### config.mk
export PLATFORM = sky130hd
export DESIGN_NAME = i2c_master_byte_engine
export DESIGN_NICKNAME = d
export VERILOG_FILES = /design/src/design/i2cm_pkg.sv /design/src/design/i2cm_core.sv /design/src/design/i2c_master_byte_engine.sv
export SDC_FILE = /design/constraint.sdc
export NUM_CORES = 1
export LEC_CHECK = 0
export BUFFER_PORTS_ARGS = -buffer_cell sky130_fd_sc_hd__buf_2
export CAP_MARGIN = 15
export CORE_AREA = 3 3 78 80
export DETAILED_ROUTE_END_ITERATION = 7
export DIE_AREA = 0 0 81 83
export GPL_ROUTABILITY_DRIVEN = 0
export PLACE_DENSITY_LB_ADDON = 0.15
export SLEW_MARGIN = 10
export SYNTH_ARGS = -nofsm -noshare
export SYNTH_HDL_FRONTEND = slang
export SYNTH_HIERARCHICAL = 1
export SYNTH_SLANG_ARGS = --single-unit
### constraint.sdc
create_clock -name i_clk -period 6.8 [get_ports i_clk]
set_input_delay 0.68 -clock i_clk [delete_from_list [all_inputs] [get_ports i_clk]]
set_output_delay 0.68 -clock i_clk [all_outputs]
set_load 0.01 [all_outputs]
### src/design/i2cm_pkg.sv
// Shared types and codes of the I2C master byte engine.
package i2cm_pkg;

    // Operation codes carried on the input tuser field.
    localparam logic [2:0] OP_TICK  = 3'd0;
    localparam logic [2:0] OP_ADDR  = 3'd1;
    localparam logic [2:0] OP_WRITE = 3'd2;
    localparam logic [2:0] OP_READ  = 3'd3;
    localparam logic [2:0] OP_STOP  = 3'd4;

    // Status codes carried on the output tuser field.
    localparam logic [2:0] ST_IDLE      = 3'd0;
    localparam logic [2:0] ST_BUSY      = 3'd1;
    localparam logic [2:0] ST_DONE_ACK  = 3'd2;
    localparam logic [2:0] ST_DONE_NACK = 3'd3;
    localparam logic [2:0] ST_ACCEPTED  = 3'd4;
    localparam logic [2:0] ST_REJECTED  = 3'd5;

    // Quarter-bit tick counts.
    localparam logic [5:0] START_TICKS = 6'd4;
    localparam logic [5:0] DATA_TICKS  = 6'd32;
    localparam logic [5:0] BYTE_TICKS  = 6'd36;
    localparam logic [5:0] LAST_BYTE_TICK = 6'd35;

    typedef struct packed {
        logic [2:0] operation;
        logic       sda_level;
        logic [6:0] slave_address;
        logic       read_flag;
        logic [7:0] byte_value;
        logic       stop_after;
    } t_item;

    typedef struct packed {
        logic       scl_out;
        logic       sda_out;
        logic [2:0] status;
        logic [7:0] read_byte;
    } t_result;

endpackage

### src/design/i2cm_core.sv
// Command state and quarter-bit sequencer of the I2C master byte engine.
module i2cm_core (
    input  logic              i_clk,
    input  logic              i_rst_n,
    input  logic              i_step,
    input  i2cm_pkg::t_item   i_item,
    output i2cm_pkg::t_result o_result
);

    typedef enum logic [2:0] {
        CMD_IDLE  = 3'd0,
        CMD_ADDR  = 3'd1,
        CMD_WRITE = 3'd2,
        CMD_READ  = 3'd3,
        CMD_STOP  = 3'd4
    } t_cmd;

    t_cmd       r_cmd,   n_cmd;
    logic [5:0] r_phase, n_phase;
    logic [7:0] r_shift, n_shift;
    logic       r_pstop, n_pstop;
    logic       r_ack,   n_ack;
    logic       r_scl,   n_scl;
    logic       r_sda,   n_sda;

    logic [5:0] w_base;
    logic [5:0] w_k;
    logic [1:0] w_sidx;
    logic [1:0] w_stop_q;
    logic       w_reading;
    logic       w_is_stop;
    logic       w_done;
    logic [2:0] w_status;
    logic [7:0] w_rbyte;

    assign w_base    = (r_cmd == CMD_ADDR) ? i2cm_pkg::START_TICKS : 6'd0;
    assign w_k       = r_phase - w_base;
    assign w_sidx    = w_k[1:0] - i2cm_pkg::BYTE_TICKS[1:0];
    assign w_reading = (r_cmd == CMD_READ);
    assign w_is_stop = (r_cmd == CMD_STOP);
    assign w_stop_q  = w_is_stop ? r_phase[1:0] : w_sidx;

    always_comb begin
        n_cmd    = r_cmd;
        n_phase  = r_phase;
        n_shift  = r_shift;
        n_pstop  = r_pstop;
        n_ack    = r_ack;
        n_scl    = r_scl;
        n_sda    = r_sda;
        w_done   = 1'b0;
        w_status = i2cm_pkg::ST_IDLE;
        w_rbyte  = 8'd0;

        if (i_item.operation != i2cm_pkg::OP_TICK) begin
            if (r_cmd != CMD_IDLE || i_item.operation > i2cm_pkg::OP_STOP) begin
                w_status = i2cm_pkg::ST_REJECTED;
            end else begin
                w_status = i2cm_pkg::ST_ACCEPTED;
                n_cmd    = t_cmd'(i_item.operation);
                n_phase  = 6'd0;
                n_ack    = 1'b0;
                n_pstop  = i_item.stop_after;
                case (i_item.operation)
                    i2cm_pkg::OP_ADDR:  n_shift = {i_item.slave_address, i_item.read_flag};
                    i2cm_pkg::OP_WRITE: n_shift = i_item.byte_value;
                    default:            n_shift = 8'd0;
                endcase
            end
        end else if (r_cmd == CMD_IDLE) begin
            w_status = i2cm_pkg::ST_IDLE;
        end else begin
            w_status = i2cm_pkg::ST_BUSY;
            if (!w_is_stop && r_phase < w_base) begin
                // START: release SDA, raise SCL, pull SDA, pull SCL
                case (r_phase[1:0])
                    2'd0:    n_sda = 1'b1;
                    2'd1:    n_scl = 1'b1;
                    2'd2:    n_sda = 1'b0;
                    default: n_scl = 1'b0;
                endcase
            end else if (!w_is_stop && w_k < i2cm_pkg::BYTE_TICKS) begin
                if (w_k < i2cm_pkg::DATA_TICKS) begin
                    case (w_k[1:0])
                        2'd0: n_sda = w_reading ? 1'b1 : r_shift[7];
                        2'd1: n_scl = 1'b1;
                        2'd2: begin
                            if (w_reading) n_shift = {r_shift[6:0], i_item.sda_level};
                        end
                        default: begin
                            n_scl = 1'b0;
                            if (!w_reading) n_shift = {r_shift[6:0], 1'b0};
                        end
                    endcase
                end else begin
                    // acknowledge slot
                    case (w_k[1:0])
                        2'd0: n_sda = w_reading ? r_pstop : 1'b1;
                        2'd1: n_scl = 1'b1;
                        2'd2: begin
                            if (!w_reading) n_ack = !i_item.sda_level;
                        end
                        default: n_scl = 1'b0;
                    endcase
                end
                if (w_k == i2cm_pkg::LAST_BYTE_TICK) begin
                    if (!w_reading && !r_ack) begin
                        w_done   = 1'b1;
                        w_status = i2cm_pkg::ST_DONE_NACK;
                    end else if (!r_pstop) begin
                        w_done   = 1'b1;
                        w_status = i2cm_pkg::ST_DONE_ACK;
                    end
                end
            end else begin
                // STOP: pull SDA, raise SCL, release SDA
                case (w_stop_q)
                    2'd0: n_sda = 1'b0;
                    2'd1: n_scl = 1'b1;
                    default: begin
                        n_sda    = 1'b1;
                        w_done   = 1'b1;
                        w_status = i2cm_pkg::ST_DONE_ACK;
                    end
                endcase
            end

            if (w_done) begin
                if (w_reading) w_rbyte = r_shift;
                n_cmd   = CMD_IDLE;
                n_phase = 6'd0;
            end else begin
                n_phase = r_phase + 6'd1;
            end
        end
    end

    always_ff @(posedge i_clk) begin
        if (!i_rst_n) begin
            r_cmd   <= CMD_IDLE;
            r_phase <= 6'd0;
            r_shift <= 8'd0;
            r_pstop <= 1'b0;
            r_ack   <= 1'b0;
            r_scl   <= 1'b1;
            r_sda   <= 1'b1;
        end else if (i_step) begin
            r_cmd   <= n_cmd;
            r_phase <= n_phase;
            r_shift <= n_shift;
            r_pstop <= n_pstop;
            r_ack   <= n_ack;
            r_scl   <= n_scl;
            r_sda   <= n_sda;
        end
    end

    assign o_result = '{scl_out:   n_scl,
                        sda_out:   n_sda,
                        status:    w_status,
                        read_byte: w_rbyte};

endmodule

### src/design/i2c_master_byte_engine.sv
// Top level of the I2C master byte engine: input register, sequencer, result register.
//
// Single-master I2C engine with 7-bit addressing, advanced by quarter-bit
// tick items. Every input transfer yields exactly one result transfer. When
// idle, a command item (start plus address, write byte, read byte, stop only)
// is accepted with status ACCEPTED; a command while busy, or an unknown
// operation code, is answered with REJECTED and changes nothing. Each tick item
// then runs one quarter-bit phase and reports the SCL and SDA levels to drive
// (SDA 1 means released): START takes 4 ticks, each byte 36 (8 data bits and
// the acknowledge slot, 4 ticks each), STOP 3. A NACK on an address or write
// byte ends the command without STOP; otherwise stop_after appends STOP, and
// for reads it also answers the byte with NACK. The received byte appears in
// the result that carries the done status of a read. Throughput is one
// transfer per clock while results are taken; a transfer passes through the
// input register, then the result register, and the command state in the
// sequencer, updated on each step, is what sets that rate. The result register
// frees the input side: one more item is accepted while a result waits, after
// which the input stalls until the result is taken.
module i2c_master_byte_engine (
    input  logic        i_clk,
    input  logic        i_rst_n,
    input  logic        i_s_axis_tvalid,
    output logic        o_s_axis_tready,
    // [0] sda_level, [7:1] slave_address, [8] read_flag, [16:9] byte_value,
    // [17] stop_after, [23:18] zero
    input  logic [23:0] i_s_axis_tdata,
    // [2:0] operation
    input  logic [2:0]  i_s_axis_tuser,
    output logic        o_m_axis_tvalid,
    input  logic        i_m_axis_tready,
    // [0] scl_out, [1] sda_out, [9:2] read_byte, [15:10] zero
    output logic [15:0] o_m_axis_tdata,
    // [2:0] status
    output logic [2:0]  o_m_axis_tuser
);

    logic              r_in_valid;
    i2cm_pkg::t_item   r_in_item;
    logic              r_out_valid;
    i2cm_pkg::t_result r_out;

    logic              w_in_xfer;
    logic              w_out_free;
    logic              w_advance;
    i2cm_pkg::t_result w_result;

    // Result register is free when empty or being drained this cycle.
    assign w_out_free      = !r_out_valid || i_m_axis_tready;
    assign w_advance       = r_in_valid && w_out_free;
    assign o_s_axis_tready = !r_in_valid || w_out_free;
    assign w_in_xfer       = i_s_axis_tvalid && o_s_axis_tready;

    // Capture the item into the input register.
    always_ff @(posedge i_clk) begin
        if (!i_rst_n) begin
            r_in_valid <= 1'b0;
        end else if (w_in_xfer) begin
            r_in_valid <= 1'b1;
        end else if (w_advance) begin
            r_in_valid <= 1'b0;
        end
    end

    always_ff @(posedge i_clk) begin
        if (w_in_xfer) begin
            r_in_item <= '{operation:     i_s_axis_tuser,
                           sda_level:     i_s_axis_tdata[0],
                           slave_address: i_s_axis_tdata[7:1],
                           read_flag:     i_s_axis_tdata[8],
                           byte_value:    i_s_axis_tdata[16:9],
                           stop_after:    i_s_axis_tdata[17]};
        end
    end

    // Run one step of the sequencer per item moved into the result register.
    i2cm_core u_core (
        .i_clk    (i_clk),
        .i_rst_n  (i_rst_n),
        .i_step   (w_advance),
        .i_item   (r_in_item),
        .o_result (w_result)
    );

    // Hold the result until the downstream side takes it.
    always_ff @(posedge i_clk) begin
        if (!i_rst_n) begin
            r_out_valid <= 1'b0;
        end else if (w_advance) begin
            r_out_valid <= 1'b1;
        end else if (i_m_axis_tready) begin
            r_out_valid <= 1'b0;
        end
    end

    always_ff @(posedge i_clk) begin
        if (w_advance) begin
            r_out <= w_result;
        end
    end

    assign o_m_axis_tvalid = r_out_valid;
    assign o_m_axis_tdata  = {6'd0, r_out.read_byte, r_out.sda_out, r_out.scl_out};
    assign o_m_axis_tuser  = r_out.status;

    // A received byte is only reported together with a done status.
    a_rbyte_with_done: assert property (@(posedge i_clk) disable iff (!i_rst_n)
        (r_out_valid && r_out.read_byte != 8'd0) |-> (r_out.status == i2cm_pkg::ST_DONE_ACK))
        else $error("read byte reported without done status");

    // A held input item is never dropped while the result side is stalled.
    a_in_held: assert property (@(posedge i_clk) disable iff (!i_rst_n)
        (r_in_valid && !w_advance) |=> (r_in_valid && $stable(r_in_item)))
        else $error("input item lost while stalled");

    // Every item leaving the input register lands in the result register.
    a_advance_fills: assert property (@(posedge i_clk) disable iff (!i_rst_n)
        w_advance |=> r_out_valid)
        else $error("advanced item did not reach the result register");

endmodule

Word level (Yosys, flattened, before mapping) --
Index checks and enable logic that the tools add are counted. Widths: inputs -> output; s select.
Operators by class: $add $sub $neg 2, $lt $le $gt $ge 4, equality and inequality tests 19, multiplexer cells 67, bitwise operators 3, reductions and logical operators 36
Operator list (count):
- $mux 8 | 8
- $mux 1 | 35
- $mux 3 | 11
- $pmux 8 s2 | 2
- $mux 6 | 4
- $lt 6x6->1 const B | 2
- $reduce_bool 2->1 | 6
- $reduce_and 9->1 | 1
- $ne 2x1->1 const B | 4
- $pmux 1 s2 | 4
- $reduce_and 8->1 | 1
- $reduce_or 2->1 | 4
- $add 6x1->6 const B | 1
- $eq 2x1->1 const B | 3
- $eq 3x1->1 const B | 2
- $eq 3x2->1 const B | 2
- $eq 6x6->1 const B | 1
- $logic_not 1->1 | 6
- $logic_not 2->1 | 3
- $lt 6x6->1 | 1
- $mux 2 | 3
- $reduce_and 3->1 | 2
- $reduce_bool 3->1 | 2
- $sub 6x6->6 | 1
- 12 further kinds | 22
Storage, ports and cells: bits in registers 57, input bits 31, output and inout port bits 21, logic and storage cells 150

Logic depth before layout (Yosys ltp) --
Gate-level depths: netlist of run 1.
depth in word-level cells 14, depth in mapped cells 10, mapped depth without buffers 8

Hierarchy --
Netlist of run 1, hierarchy kept.
Modules (own cells, without submodules):
- i2cm_core | instances 1, cells an instance 240, area each 1803.0 µm², sequential area each 420.4 µm²
- i2c_master_byte_engine | instances 1, cells an instance 50, area each 1173.6 µm², sequential area each 1061.0 µm²

Worst setup path before layout of run 1 --
No wires, ideal clock.
path type in2reg, from input port i_m_axis_tready, to register u_core.r_ack, setup time 0.071 ns, arrival time 2.405 ns, data required time 6.729 ns, slack 4.324 ns, stages 8, buffers on the path 2, cells stage by stage nor2b_4 -> nor2b_1 -> clkbuf_1 -> nand2_1 -> o21ai_2 -> buf_2 -> nand3_1 -> a21oi_1
Between the ends: word-level cells in the longest chain between the ends 3
Ends and longest elaborated chain:
- from (decl) | RTL line i2c_master_byte_engine.sv:30 | input logic i_m_axis_tready,
- $logic_or 1x1->1 | RTL line i2c_master_byte_engine.sv:48 | assign w_out_free = !r_out_valid || i_m_axis_tready;
- $logic_and 1x1->1 | RTL line i2c_master_byte_engine.sv:49 | assign w_advance = r_in_valid && w_out_free;
- named net w_advance | RTL line i2c_master_byte_engine.sv:44 | logic w_advance;
- $reduce_and 8->1 (no source line)
- to (signal assigned) | RTL line i2cm_core.sv:152 | r_ack <= n_ack;
- to (decl) | RTL line i2cm_core.sv:22 | logic r_ack, n_ack;
The timed path passes the listed nets, and every way through them passes these cells. A chain may end at the register's enable or synchronous reset.

Final worst setup path of run 1 --
from register u_core.r_cmd[0], to register u_core.r_shift[6]
Between the ends: word-level cells in the longest chain between the ends 7, elaborated cells on any way between the ends 22, classes of those cells add/sub: 1; order compare: 3; eq/ne: 8; mux: 1; reduce/logical: 9
Ends and longest elaborated chain:
- from (decl) | RTL line i2cm_core.sv:18 | t_cmd r_cmd, n_cmd;
- from (signal assigned) | RTL line i2cm_core.sv:148 | r_cmd <= n_cmd;
- $eq 3x1->1 | RTL line i2cm_core.sv:36 | assign w_base = (r_cmd == CMD_ADDR) ? i2cm_pkg::START_TICKS : 6'd0;
- $mux 3 | RTL line i2cm_core.sv:36
- $sub 6x6->6 | RTL line i2cm_core.sv:37 | assign w_k = r_phase - w_base;
- $lt 6x6->1 | RTL line i2cm_core.sv:82 | end else if (!w_is_stop && w_k < i2cm_pkg::BYTE_TICKS) begin
- $logic_and 1x1->1 | RTL line i2cm_core.sv:82
- $reduce_bool 2->1 (no source line)
- $reduce_and 9->1 (no source line) (*)
- to (signal assigned) | RTL line i2cm_core.sv:150 | r_shift <= n_shift;
- to (decl) | RTL line i2cm_core.sv:20 | logic [7:0] r_shift, n_shift;
Every way passes the cells marked *; elsewhere a longest branch is shown, timed or not.

==> results of run 1 <==
critical path, stage by stage (launching register included):
cell and delay, ns:
dfxtp_1 0.53, nor3b_1 0.26, ha_1 0.21, ha_1 0.21, or3b_1 0.41, o21ai_1 0.17
nor4_1 0.08, o311a_1 0.52, mux2i_1 0.18
Yosys cell counts (all sizes together) (2+ instances only):
cell    count  area (um2)
nand2      46       172.7
edfxtp     34        1021
dfxtp      23       460.4
mux2i      18       180.2
o21ai      16       83.83
buf        15       107.6
inv        13       48.79
nor2       13       48.80
and2       10       62.56
nand3       9       45.04
nand4       8       50.05
a21oi       7       38.79
clkbuf      7       27.52
ha          6       75.07
nor3b       5       53.80
a31oi       4       25.02
nor3        4       36.29
nor4        4       25.02
o221ai      4       35.03
and3        3       18.77
nor2b       3       26.27
o22ai       3       18.77
xnor2       3       26.28
a211oi      2       27.53
and4        2       17.52
nand3b      2       27.53
o31ai       2       15.01
o32ai       2       17.52
or2         2       12.51
or3b        2       17.52
per-layer routing:
layer | GRT usage, % | part of all wire, % | vias to the layer above
li1 | - | - | 1107
met1 | 28.20 | 47 | 1001
met2 | 27.41 | 44 | 76
met3 | 3.688 | 7.1 | 10
met4 | 8.449 | 1.7 | 0
met5 | 0 | 0 | -
where the power goes:
part | internal, mW | switching (mW)
Combinational | 0.0217 | 0.0323
Clock | 0.131 | 0.134
Sequential | 0.379 | 0.00914
state kept, by name, summed over array words and instances (netlist names):
signal,flops
r_in_item,21
o_m_axis_tdata,10
u_core/r_shift,8
u_core/r_phase,6
o_m_axis_tuser,3
u_core/r_cmd,3
o_m_axis_tvalid,1
r_in_valid,1
u_core/r_ack,1
u_core/r_pstop,1
u_core/r_scl,1
u_core/r_sda,1
per-stage QoR:
step	area, um2	utilization [%]	cells	total power, mW	worst slack (ns)
after floorplan	2995	-	295	0.4329	4.324
final	3332	60.88	402	0.7061	4.088
after CTS	3321	60.68	401	0.7140	4.085
after global placement	3157	57.68	385	0.4477	4.071
after detailed placement	3157	57.68	385	0.4487	4.096
after global routing	3332	60.88	402	0.7415	3.854
area by class of cell:
cell class | instances | area (um2) | area share [%]
Clock buffer | 11 | 131.4 | 3.943
Clock inverter | 5 | 32.53 | 0.9763
Inverter | 13 | 48.80 | 1.465
Multi-Input combinational cell | 203 | 1334 | 40.03
Sequential cell | 57 | 1481 | 44.46
Tap cell | 72 | 90.09 | 2.704
Timing Repair Buffer | 41 | 214.0 | 6.421
kinds of logic after synthesis:
group	synth area share [%]
flip-flops	49.77
other	0.1260
XOR/XNOR	1.429
adder cells (fa/ha/maj)	2.522
AO/OA/AOI/OAI	12.53
buffers and inverters	6.179
multiplexers	6.053
AND/OR/NAND/NOR	21.40
placed cells by master, fill, tap and decap left out, types with 2 or more instances in the layout:
| cell type | count |
|---|---|
| nand2_1 | 46 |
| buf_2 | 39 |
| edfxtp_1 | 34 |
| dfxtp_1 | 23 |
| mux2i_1 | 18 |
| o21ai_0 | 14 |
| nor2_1 | 13 |
| inv_1 | 12 |
| and2_1 | 10 |
| clkbuf_8 | 9 |
| nand3_1 | 9 |
| nand4_1 | 8 |
| conb_1 | 6 |
| ha_1 | 6 |
| a21oi_1 | 5 |
| a31oi_1 | 4 |
| nor4_1 | 4 |
| o221ai_1 | 4 |
| clkinvlp_4 | 3 |
| nor3b_1 | 3 |
| xnor2_1 | 3 |
| o22ai_1 | 3 |
| and3_1 | 3 |
| nor2b_1 | 2 |
| a21oi_2 | 2 |
| clkbuf_1 | 2 |
| clkinv_2 | 2 |
| o31ai_1 | 2 |
| or3b_1 | 2 |
| or2_2 | 2 |
| o32ai_1 | 2 |
| nor3_1 | 2 |
| and4_1 | 2 |
final timing paths:
path	depth (start not counted)	end	slack (ns)	startpoint
worst min-delay path	2	u_core/r_shift[3]	0.48	u_core/r_shift[3]
worst max register to register	8	u_core/r_shift[6]	4.09	u_core/r_cmd[0]
worst max-delay path	8	u_core/r_shift[6]	4.09	u_core/r_cmd[0]
worst min register to register	2	u_core/r_shift[3]	0.48	u_core/r_shift[3]
==> flow_summary.yaml, run 1 <==
setup_path:
  cp.arrival_ns: 2.91
  start_kind: "flop"
  end_kind: "flop"
  worst-path-max-fanout: 10
  cp.required_ns: 7.00
  path_class: "reg2reg"
global_route:
  grt_antenna_before_repair: 0
  grt_max_degree: 25
  grt_pass1_wl_um: 10090
  grt_pass1_vias: 2111
  overflow: 0
  grt_use_total_pct: 19.24
floorplanning:
  core-area_um2: 5473
  initial_utilization_pct: 54.39
  pin_count: 52
  die_h_um: 83
  die_area_um2: 6723
  row_count: 27
  fp.dieW_um: 81
cts:
  post_cts_resized: 0
  cts_setup_buffers: 0
  hold_buffers: 0
  cts_buffers: 9
  htree_levels: 3
  insertion_delay_ns: 0.33
  cts_root_buffer: "clkbuf_8"
  cts.sinks: 57
  clockBufferDepth: 2
  cts_tree: "built"
  clk_pin_slew_ns: 0.07
sta:
  rsz0062_at_grt: "no"
  clock_skew_ns: 0.005782
  max_slew_margin_pct: 54.54
  final_hold_viol_count: 0
  setup-violations-final: 0
  drv_slew: 0
  fin_crit_sh_pct: 39.88
  setup_tns_ns: 0
  period_needed_ns: 2.712
  hold_slack_ns: 0.4754
  tightest_slew_ns: 0.6818
  fmax_mhz: 368.7
status:
  status: "finished, final reports clean"
yosys:
  synthArstFlopShare_pct: 0
  yosysSeqAreaShare_pct: 49.77
  ys_types: 62
  ys.warnings.count: 6
  avgSynthCellArea_um2: 10.26
  synth-edff-count: 34
  synth_area_um2: 2977
  ys_ff_latch: 57
  ys.flop_type: "edfxtp_1"
  synth_cells: 290
placed_design:
  place_hpwl_um: 4039
  numPortBuffers: 39
route:
  viasPerCell: 5.458
  num_vias: 2194
  routedWlPerCell_um: 14.43
  wl_um: 5802
  drc_errors: 0
  first_pass_iters: 4
  drt.antenna.violating_nets: 0
  drt_iter0_markers: 184
power:
  ir_drop_v: 0.0001427
  leakage_nw: 1.259
  power.density_nw_per_um2: 211.9
final_layout:
  antenna_cells: 0
  drive_gt1_share_pct: 20.91
  fillerInstances: 498
  area_growth_pct: 11.94
  nets: 362
hold_path:
  min_path_type: "reg2reg"
run:
  maxCapViolations: 0
Power figures use the tool's default switching activity.
==> run 2, diff against run 1 <==
- CORE_AREA: 3 3 78 80 -> 3 3 82 84
- DIE_AREA: 0 0 81 83 -> 0 0 85 87
- clock period: 6.8 -> 2.32 ns (I/O delays scaled with it)
==> flow_summary.yaml, run 2 (same netlist as run 1, synthesis figures left out) <==
route:
  drt.antenna.violating_nets: 0
  wl_um: 6988
  drc_errors: 0
  num_vias: 2414
  routedWlPerCell_um: 16.14
  drt_iter0_markers: 174
  viasPerCell: 5.575
  first_pass_iters: 4
cts:
  htree_levels: 3
  clockBufferDepth: 2
  cts_buffers: 9
  cts_tree: "built"
  cts_root_buffer: "clkbuf_8"
  cts.sinks: 57
  clk_pin_slew_ns: 0.07
  hold_buffers: 0
  insertion_delay_ns: 0.35
final_layout:
  layout_common_cells: "45 x nand2_1, 39 x buf_2, 34 x edfxtp_1"
  mostFrequentLayoutCell: "nand2_1"
  instances_no_fill: 433
  drive_gt1_share_pct: 33.52
  seq_area_um2: 1483
  largest_reg_flops: 21
  area_growth_pct: 26.40
  nets: 390
  multi_input_area_um2: 1453
  fillerInstances: 497
  antenna_cells: 0
  top_register: "r_in_item"
power:
  p_clk_share_pct: 46.6
  power.density_nw_per_um2: 660.4
  comb_power_share_pct: 8.0
  p_seq_share_pct: 45.4
  leakage_nw: 1.466
  p_int_mw: 1.914
  ir_drop_v: 0.0004791
  switchingPower_uw: 570.9
  switching_share_pct: 22.98
setup_path:
  r2r_end: "o_m_axis_tuser[0]"
  critPathTopFamily: "compound AO/OA/AOI/OAI gates"
  cp.required_ns: 2.41
  cp.arrival_ns: 2.34
  path_cells: "nor3b_4 > ha_2 > ha_4 > buf_6 > xnor2_4 > nand4_1 > buf_4 > o32ai_2 > a21oi_1 > o31a_1"
  end_kind: "flop"
  worst-path-max-fanout: 3
  slowest_stage: "dfxtp_2"
  crit_end: "o_m_axis_tuser[0]"
  ff2ff_setup_slack_ns: 0.07
  r2r-start: "u_core/r_cmd[1]"
  path_class: "reg2reg"
  reg2reg_depth: 10
  critical_path.startpoint: "u_core/r_cmd[1]"
  path_depth: 10
  worst-path-buf-inv: 2
  start_kind: "flop"
  cpPeakStageDelay_ns: 0.33
global_route:
  grt_use_total_pct: 19.31
  grt_pass1_vias: 2299
  grt_pass1_wl_um: 10990
  grt_antenna_before_repair: 0
  grt_max_degree: 23
  overflow: 0
floorplanning:
  initial_utilization_pct: 49.69
  pin_count: 52
  row_count: 28
  die_h_um: 87
  fp.dieW_um: 85
  core-area_um2: 5991
  die_area_um2: 7395
status:
  status: "finished, final reports clean"
sta:
  setup-violations-final: 0
  final_hold_viol_count: 0
  setup_tns_ns: 0
  drv_slew: 0
  clock_skew_ns: 0.007307
  period_needed_ns: 2.253
  fin_crit_sh_pct: 97.12
  tightest_slew_ns: 0.5279
  rsz0062_at_grt: "yes"
  fmax_mhz: 443.8
  max_slew_margin_pct: 64.68
placed_design:
  numPortBuffers: 39
  placedCellCount: 413
  place_hpwl_um: 4637
run:
  maxCapViolations: 0
hold_path:
  min_path_type: "in2reg"
run 2: timing repair:
item,CTS,global route
pin swaps,7,13
resized for setup,8,22
setup buffers,2,2
endpoints found under the setup margin,22,31
run 2: power by group through the flow:
| stage | sequential (mW) | clock, mW | combinational [mW] |
|---|---|---|---|
| floorplan | 1.15 | 0 | 0.120 |
| global placement | 1.15 | 0 | 0.182 |
| detailed placement | 1.15 | 0 | 0.184 |
| CTS | 1.13 | 1.18 | 0.189 |
| global route | 1.13 | 1.23 | 0.219 |
| finish | 1.13 | 1.16 | 0.199 |
run 2: layout make-up:
class,instances,area share [%]
Clock inverter,7,3.326
Timing Repair Buffer,69,11.57
Tap cell,75,2.494
Clock buffer,9,3.292
Multi-Input combinational cell,203,38.61
Inverter,13,1.297
Sequential cell,57,39.41
run 2: how the worst min path moves through the flow:
stage | startpoint | endpoint | slack (ns) | depth (start not counted)
3_5_place_dp | i_s_axis_tuser[2] | r_in_item[20] | 0.41 | 1
5_1_grt | i_s_axis_tdata[13] | r_in_item[5] | 0.04 | 1
3_3_place_gp | i_s_axis_tdata[14] | r_in_item[6] | 0.41 | 1
4_1_cts | i_s_axis_tdata[15] | r_in_item[7] | 0.05 | 1
2_1_floorplan | i_s_axis_tdata[17] | r_in_item[0] | 0.33 | 0
6_report | i_s_axis_tdata[15] | r_in_item[7] | 0.06 | 1
run 2: routing by layer:
metal,wire length (um),track usage (%),vias up
li1,-,-,1166
met1,3011,24.26,1149
met2,3444,31.14,85
met3,355,3.784,14
met4,176,10.94,0
met5,0,0,-
run 2: through the flow:
step,utilization [%],power [mW],hold slack (ns),setup slack (ns),instance area [um2]
2_1_floorplan,-,1.269,0.3309,0.01353,2998
3_3_place_gp,55.89,1.330,0.4080,-0.06681,3348
3_5_place_dp,55.89,1.332,0.4101,-0.05933,3348
4_1_cts,61.03,2.499,0.04608,-0.01338,3656
5_1_grt,62.80,2.584,0.04280,-0.04268,3762
6_report,62.80,2.485,0.05546,0.06693,3762
